**src/rtl/core/prs_pkg.sv**
```systemverilog
package prs_pkg;

    localparam int DEF_SEQ_BITS  = 32;
    localparam int DEF_NUM_FLOWS = 16;
    localparam int DEF_WINDOW    = 32;
    localparam int DEF_TAG_BITS  = 16;

    localparam logic [1:0] ACT_RELEASE = 2'd0;
    localparam logic [1:0] ACT_OLD     = 2'd1;
    localparam logic [1:0] ACT_REJECT  = 2'd2;

    localparam logic CFG_MAX_DELAY = 1'b0;
    localparam logic CFG_ADAPTIVE  = 1'b1;

    localparam logic [31:0] MAX_DELAY_RESET = 32'd1000;

    typedef struct packed {
        logic [1:0]  action;
        logic [3:0]  flow;
        logic [31:0] seq;
        logic [15:0] tag;
    } result_t;

    typedef struct packed {
        logic push;
        logic flush;
    } out_ctl_t;

endpackage

```
**src/rtl/core/prs_out_stage.sv**
```systemverilog
module prs_out_stage (
    input  logic              aclk,
    input  logic              aresetn,
    input  prs_pkg::out_ctl_t ctl,
    input  prs_pkg::result_t  res,
    output logic              ok,
    output logic              m_valid,
    input  logic              m_ready,
    output logic [1:0]        m_action,
    output logic [3:0]        m_out_flow,
    output logic [31:0]       m_out_seq,
    output logic [15:0]       m_out_tag,
    output logic              m_last
);

    // One result is held back so that the final one of an item can carry last.
    logic             pend_valid_reg, pend_valid_next;
    prs_pkg::result_t pend_reg, pend_next;
    logic             out_valid_reg, out_valid_next;
    prs_pkg::result_t out_reg, out_next;
    logic             last_reg, last_next;
    logic             out_free;

    assign out_free = !out_valid_reg || m_ready;
    assign ok       = !pend_valid_reg || out_free;

    always_comb begin
        pend_valid_next = pend_valid_reg;
        pend_next       = pend_reg;
        out_valid_next  = out_valid_reg && !m_ready;
        out_next        = out_reg;
        last_next       = last_reg;
        if (ctl.push && ok) begin
            if (pend_valid_reg) begin
                out_valid_next = 1'b1;
                out_next       = pend_reg;
                last_next      = 1'b0;
            end
            pend_valid_next = 1'b1;
            pend_next       = res;
        end else if (ctl.flush && ok && pend_valid_reg) begin
            out_valid_next  = 1'b1;
            out_next        = pend_reg;
            last_next       = 1'b1;
            pend_valid_next = 1'b0;
        end
    end

    always_ff @(posedge aclk) begin
        if (!aresetn) begin
            pend_valid_reg <= 1'b0;
            out_valid_reg  <= 1'b0;
        end else begin
            pend_valid_reg <= pend_valid_next;
            out_valid_reg  <= out_valid_next;
        end
        pend_reg <= pend_next;
        out_reg  <= out_next;
        last_reg <= last_next;
    end

    assign m_valid    = out_valid_reg;
    assign m_action   = out_reg.action;
    assign m_out_flow = out_reg.flow;
    assign m_out_seq  = out_reg.seq;
    assign m_out_tag  = out_reg.tag;
    assign m_last     = last_reg;

endmodule

```
**config.mk**
```make
export PLATFORM = sky130hd
export DESIGN_NAME = prs_out_stage
export DESIGN_NICKNAME = d
export VERILOG_FILES = /design/src/rtl/core/prs_pkg.sv /design/src/rtl/core/prs_out_stage.sv
export SDC_FILE = /design/constraint.sdc
export NUM_CORES = 1
export LEC_CHECK = 0
export ABC_AREA = 1
export BUFFER_PORTS_ARGS = -buffer_cell sky130_fd_sc_hd__clkbuf_2
export CORE_MARGIN = 2
export CORE_UTILIZATION = 44
export CTS_BUF_LIST = sky130_fd_sc_hd__clkbuf_8 sky130_fd_sc_hd__clkbuf_16
export CTS_CLUSTER_DIAMETER = 120
export DETAILED_ROUTE_END_ITERATION = 12
export GPL_TIMING_DRIVEN = 0
export PLACE_DENSITY = 0.74
export SLEW_MARGIN = 20
export SYNTH_ARGS = -nofsm -noshare
export SYNTH_HDL_FRONTEND = slang
export SYNTH_SLANG_ARGS = --single-unit
```
**constraint.sdc**
```tcl
create_clock -name aclk -period 1.9 [get_ports aclk]
set_input_delay 0 -clock aclk [delete_from_list [all_inputs] [get_ports aclk]]
set_output_delay 0 -clock aclk [all_outputs]
set_load 0.01 [all_outputs]
```
==> flow_metrics.env, run 1 <==
export IMPL_outcome="finished, violations left"
export IMPL_violations="negative setup slack"
export IMPL_track_usage_pct=16.2
export IMPL_postSynthCellCount=123
export IMPL_avgSynthCellArea_sq_um=27.4
export IMPL_worstRegToRegCells=3
export IMPL_largest_register_ffs=54
export IMPL_p_leak_nw=1.90
export IMPL_crit_arrival_ns=1.90
export IMPL_seq_area_frac_synth_pct=98.2
export IMPL_synth_distinct_cells=8
export IMPL_multi_input_area_sq_um=48.8
export IMPL_die_w_um=91.6
export IMPL_critPathKind="reg -> reg"
export IMPL_synth_warnings=0
export IMPL_setup_viol=13
export IMPL_dp_cells=337
export IMPL_num_vias=1872
export IMPL_tritoncts="done"
export IMPL_grt_pass1_vias=1880
export IMPL_clock_latency_ns=0.36
export IMPL_antenna_found_initial=0
export IMPL_yosys_area_top_type_share_pct=97.0
export IMPL_cts_made_buffers=9
export IMPL_syn_cell_area_sq_mm=0.00337
export IMPL_peakVddDrop_v=0.000404
export IMPL_n_antenna_cell=0
export IMPL_register_area_sq_mm=0.00331
export IMPL_p_clk_share_pct=28.3
export IMPL_slowest_delay_ns=0.66
export IMPL_clk_pin_slew_ns=0.10
export IMPL_required_ns=1.88
export IMPL_min_period_over_period_pct=101
export IMPL_crit_path_start_kind="register"
export IMPL_area_growth_pct=45.0
export IMPL_netlist_top_cells_area="edfxtp_1 97%, dfxtp_1 1.2%, inv_1 0.44%, nand2_1 0.44%, nand3_2 0.30%"
export IMPL_power_frac_comb_pct=7.3
export IMPL_power_switching_uw=970
export IMPL_hold_violations=0
export IMPL_grt_max_degree=29
export IMPL_coreArea_sq_mm=0.00733
export IMPL_tightest_slew_ns=1.08
export IMPL_dieArea_sq_mm=0.00839
export IMPL_max_freq_mhz=520
export IMPL_crit_buf_inv=1
export IMPL_finalNetCount=373
export IMPL_dp_hpwl_um=3590
export IMPL_synth_nets=182
export IMPL_worstHoldPathType="in -> reg"
export IMPL_min_period_ns=1.92
export IMPL_die_h_um=91.6
export IMPL_first_iter_violations=106
export IMPL_crit_family="buffers and inverters"
export IMPL_maxSlewHeadroom_pct=28.0
export IMPL_p_seq_share_pct=64.4
export IMPL_htreeDepth=3
export IMPL_firstDrtPassIters=4
export IMPL_rsz0062_at_grt="yes"
export IMPL_fin_ws_ns=-0.0230
export IMPL_cts_root_buf="clkbuf_8"
export IMPL_ant_nets=0
export IMPL_worstHoldStart="ctl[1]"
export IMPL_yosysTopAreaCell="edfxtp_1"
export IMPL_finClkSkew_ns=0.0157
export IMPL_fillCellCount=489
export IMPL_maxCapViolCount=0
export IMPL_gp_congestion=0.680
export IMPL_ios=116
export IMPL_numClockSinks=111
export IMPL_final_cell_area_sq_mm=0.00489
export IMPL_viasPerCell=4.48
export IMPL_slowest_stage="clkinvlp_4"
export IMPL_critPathCaptureType="register"
export IMPL_postPlaceCellArea_sq_mm=0.00408
export IMPL_cp_max_fo=13
export IMPL_grt_overflow_total=0
export IMPL_switching_share_pct=21.7
export IMPL_routed_wl_um=6640
export IMPL_intPower_mw=3.49
export IMPL_crit_start="m_valid"
export IMPL_rows=31
export IMPL_slew_violations=0
export IMPL_instances_no_fill=418
export IMPL_cp_num_cells=3
export IMPL_grt_pass1_wl_um=9850
export IMPL_port_buffers=115
export IMPL_total_power_mw=4.46
export IMPL_final_layout_size_suffix_gt1_share_pct=45.1
export IMPL_wl_per_cell_um=15.9
export IMPL_cts_path_max_buffers=2
export IMPL_initial_utilization_pct=46.0
export IMPL_route_detailed_drc=0
export IMPL_crit_chain="nand2_2 > o211ai_1 > clkinvlp_4"
export IMPL_fin_hold_ws_ns=0.213
export IMPL_whs_path_depth=3
export IMPL_ys_seq_elements=111
export IMPL_timing_rr_start="m_valid"
export IMPL_p_per_area_mw_per_mm2=912
-- layer usage --
| metal | wire length, um | global-route usage (%) | share of wire [%] | up-vias |
|---|---|---|---|---|
| li1 | - | - | - | 866 |
| met2 | 3460 | 27.4 | 52 | 93 |
| met5 | 0 | 0 | 0 | - |
| met3 | 445 | 4.90 | 6.7 | 5 |
| met4 | 39 | 4.92 | 0.59 | 0 |
| met1 | 2690 | 20.1 | 41 | 908 |
-- cell usage after synthesis --
library cell and instances:
o211ai_1 1, dfxtp_1 2, edfxtp_1 109, a21oi_2 1, nand3_2 1, inv_1 4
nand2_1 4, a21oi_1 1
-- power by group through the flow --
stage / clock [mW] / sequential, mW / combinational [mW]
5_1_grt: 1.42 / 2.89 / 0.352
2_1_floorplan: 0 / 2.95 / 0.0483
6_report: 1.26 / 2.88 / 0.325
3_3_place_gp: 0 / 2.93 / 0.201
3_5_place_dp: 0 / 2.94 / 0.208
4_1_cts: 1.30 / 2.88 / 0.313
-- worst paths after layout --
check / to / slack (ns)
worst max-delay path: m_out_seq[12] / -0.02
worst min-delay path: pend_valid_reg / 0.21
worst max register to register: m_out_seq[12] / -0.02
worst min register to register: m_out_seq[13] / 0.43
-- stage by stage --
stage,utilization [%],TNS [ns],setup WS [ns]
floorplan,-,0,0.0145
CTS,66.3,-3.63,-0.132
global route,66.8,-5.26,-0.139
detailed placement,55.7,-36.28,-0.344
global placement,55.7,-24.26,-0.260
finish,66.8,-0.292,-0.0230
-- cell families (layout without fill, tap and decap cells) --
| logic type | Yosys count | after routing | synth area share [%] |
|---|---|---|---|
| flops | 111 | 111 | 98.2 |
| simple gates | 5 | 5 | 0.741 |
| buf+inv | 4 | 200 | 0.445 |
| compound gates | 3 | 3 | 0.630 |
-- tightest hold or removal path, cell delays in order --
cell and delay, ns:
clkbuf_2 0.09, nand2_1 0.31, a21oi_2 0.11
-- final cells by class --
class | instances | share of cell area [%]
Timing Repair inverter | 5 | 0.767
Inverter | 4 | 0.460
Timing Repair Buffer | 175 | 23.9
Sequential cell | 111 | 67.7
Clock inverter | 7 | 1.12
Multi-Input combinational cell | 8 | 0.997
Clock buffer | 9 | 2.53
Tap cell | 99 | 2.53
-- cells in the final DEF, fill, tap and decap left out --
master / count
buf_4: 3
nand3_2: 1
inv_8: 2
o211ai_1: 1
clkbuf_8: 9
edfxtp_1: 109
a21oi_2: 1
nand2_2: 1
clkinv_4: 1
clkbuf_2: 115
inv_1: 2
clkinv_1: 1
dfxtp_2: 1
clkinv_2: 1
a21oi_1: 1
dfxtp_1: 1
nand2_1: 3
dlygate4sd3_1: 57
clkinvlp_4: 9
-- timing repair --
| item | 4_1_cts | 5_1_grt |
|---|---|---|
| endpoints found under the hold margin | 56 | 0 |
| pin swaps | 1 | 0 |
| hold buffers | 57 | 0 |
| gates resized for setup | 5 | 2 |
| buffers inserted | 0 | 3 |
| setup endpoints to repair | 109 | 55 |
| gates cloned | 3 | 2 |
Note: power is estimated with default switching activity, not from simulation.
==> run 2, diff against run 1 <==
--- a/config.mk
+++ b/config.mk
@@ -11,9 +11,12 @@
 export CORE_UTILIZATION = 44
 export CTS_BUF_LIST = sky130_fd_sc_hd__clkbuf_8 sky130_fd_sc_hd__clkbuf_16
 export CTS_CLUSTER_DIAMETER = 120
+export CTS_CLUSTER_SIZE = 28
 export DETAILED_ROUTE_END_ITERATION = 12
 export GPL_TIMING_DRIVEN = 0
 export PLACE_DENSITY = 0.74
+export RECOVER_POWER = 50
+export SKIP_LAST_GASP = 1
 export SLEW_MARGIN = 20
 export SYNTH_ARGS = -nofsm -noshare
 export SYNTH_HDL_FRONTEND = slang
==> flow_metrics.env, run 2 (same netlist as run 1, synthesis figures left out) <==
export IMPL_outcome="finished, violations left"
export IMPL_violations="negative setup slack"
export IMPL_gp_congestion=0.680
export IMPL_cts_root_buf="clkbuf_8"
export IMPL_routed_wl_um=6680
export IMPL_slew_violations=0
export IMPL_tns_ns=-1.97
export IMPL_rsz0062_at_grt="yes"
export IMPL_required_ns=1.87
export IMPL_port_buffers=115
export IMPL_p_per_area_mw_per_mm2=915
export IMPL_switching_share_pct=21.7
export IMPL_crit_path_start_kind="register"
export IMPL_rows=31
export IMPL_critPathCaptureType="register"
export IMPL_coreArea_sq_mm=0.00733
export IMPL_cts_path_max_buffers=2
export IMPL_reg2reg_slack_ns=-0.11
export IMPL_wl_per_cell_um=15.9
export IMPL_peakVddDrop_v=0.000408
export IMPL_clk_pin_slew_ns=0.10
export IMPL_crit_arrival_ns=1.98
export IMPL_first_iter_violations=92
export IMPL_dp_hpwl_um=3590
export IMPL_ant_nets=0
export IMPL_dieArea_sq_mm=0.00839
export IMPL_grt_pass1_wl_um=9820
export IMPL_power_frac_comb_pct=7.2
export IMPL_die_h_um=91.6
export IMPL_grt_overflow_total=0
export IMPL_p_clk_share_pct=28.3
export IMPL_timing_rr_end="m_out_seq[12]"
export IMPL_initial_utilization_pct=46.0
export IMPL_critPathKind="reg -> reg"
export IMPL_tightest_slew_ns=1.10
export IMPL_route_detailed_drc=0
export IMPL_p_leak_nw=1.84
export IMPL_worstHoldStart="ctl[1]"
export IMPL_slowest_delay_ns=0.67
export IMPL_cts_made_buffers=9
export IMPL_num_vias=1874
export IMPL_grt_max_degree=29
export IMPL_worstRegToRegCells=3
export IMPL_n_antenna_cell=0
export IMPL_timing_rr_start="m_valid"
export IMPL_dp_slack_ns=-0.344
export IMPL_track_usage_pct=16.1
export IMPL_grt_pass1_vias=1871
export IMPL_whs_path_depth=2
export IMPL_setup_viol=26
export IMPL_total_power_mw=4.46
export IMPL_fin_ws_ns=-0.107
export IMPL_viasPerCell=4.47
export IMPL_intPower_mw=3.49
export IMPL_finalNetCount=374
export IMPL_die_w_um=91.6
export IMPL_largest_register_ffs=54
export IMPL_layout_common_cells="109 x edfxtp_1, 96 x clkbuf_2, 57 x dlygate4sd3_1, 19 x clkbuf_1"
export IMPL_min_period_ns=2.01
export IMPL_antenna_found_initial=0
export IMPL_maxSlewHeadroom_pct=26.4
export IMPL_power_switching_uw=967
export IMPL_maxCapViolCount=0
export IMPL_clock_latency_ns=0.36
export IMPL_htreeDepth=3
export IMPL_area_growth_pct=44.4
export IMPL_slowest_stage="clkinvlp_4"
export IMPL_worstHoldPathType="in -> reg"
export IMPL_crit_chain="nand2_1 > o211ai_1 > clkinvlp_4"
export IMPL_max_freq_mhz=498
export IMPL_finClkSkew_ns=0.0168
export IMPL_hold_violations=0
export IMPL_firstDrtPassIters=4
export IMPL_cp_max_fo=13
export IMPL_p_seq_share_pct=64.5
export IMPL_final_layout_size_suffix_gt1_share_pct=38.8
export IMPL_numClockSinks=111
export IMPL_worstHoldEndpoint="m_last"
export IMPL_tritoncts="done"
export IMPL_ios=116
export IMPL_min_period_over_period_pct=106
export IMPL_final_common_cell="edfxtp_1"
==> run 2: cell count changes in the layout (fill, tap and decap cells not counted) <==
cell        before  now
clkbuf_2       115   96
nand2_2          1    0
clkinvlp_2       0    1
dfxtp_2          1    0
dfxtp_1          1    2
nand2_1          3    4
clkbuf_1         0   19
==> run 2: timing repair <==
item | CTS | global route
hold buffers | 57 | 0
resized for setup | 3 | 2
hold endpoints to repair | 56 | 0
gates cloned | 3 | 3
setup endpoints to repair | 109 | 75
setup buffers | 0 | 3
==> run 2: per-stage QoR <==
stage                     instance area (sq um)  utilization (%)  instances  hold WS, ns
after CTS                                  4850             66.2        413        0.156
after floorplan                            3380                -        123       0.0989
after global routing                       4870             66.5        419        0.332
after global placement                     4080             55.7        337        0.177
final                                      4870             66.5        419        0.311
after detailed placement                   4080             55.7        337        0.179
==> run 2: final cells by class <==
cell class                      count  area, sq um
Sequential cell                   111         3310
Fill cell                         501         2460
Timing Repair Buffer              175         1140
Clock buffer                        9          124
Tap cell                           99          124
Clock inverter                      7         55.1
Multi-Input combinational cell      8         46.3
Timing Repair inverter              6         42.5
Inverter                            4         22.5
==> run 2: worst max path at each step <==
stage            start  slack, ns            end  cells past startpoint
2_1_floorplan  m_valid       0.01    m_action[0]                      3
3_3_place_gp   m_valid      -0.26   m_out_tag[3]                      3
3_5_place_dp   m_valid      -0.34  m_out_seq[30]                      3
4_1_cts        m_valid      -0.18   m_out_seq[9]                      3
5_1_grt        m_valid      -0.22   m_out_tag[4]                      3
6_report       m_valid      -0.11  m_out_seq[12]                      3
==> run 2: power by group through the flow <==
stage / clock, mW / sequential [mW] / combinational [mW]
2_1_floorplan: 0 / 2.95 / 0.0483
3_3_place_gp: 0 / 2.93 / 0.201
3_5_place_dp: 0 / 2.94 / 0.208
4_1_cts: 1.30 / 2.88 / 0.313
5_1_grt: 1.42 / 2.89 / 0.348
6_report: 1.26 / 2.87 / 0.321
==> run 2: per-layer routing <==
metal	vias to the layer above	part of all wire, %	GRT usage, %
met5	-	0	0
met4	0	0.85	4.92
met3	9	6.5	5.06
met2	97	52	27.1
met1	900	41	20.0
li1	868	-	-
==> run 2: critical path: cells and delay by family, from the launching register on <==
| family | cells | cell delay [ns] |
|---|---|---|
| AO/OA/AOI/OAI | 1 | 0.49 |
| flip-flops | 1 | 0.38 |
| AND/OR/NAND/NOR | 1 | 0.09 |
| buffers and inverters | 1 | 0.67 |
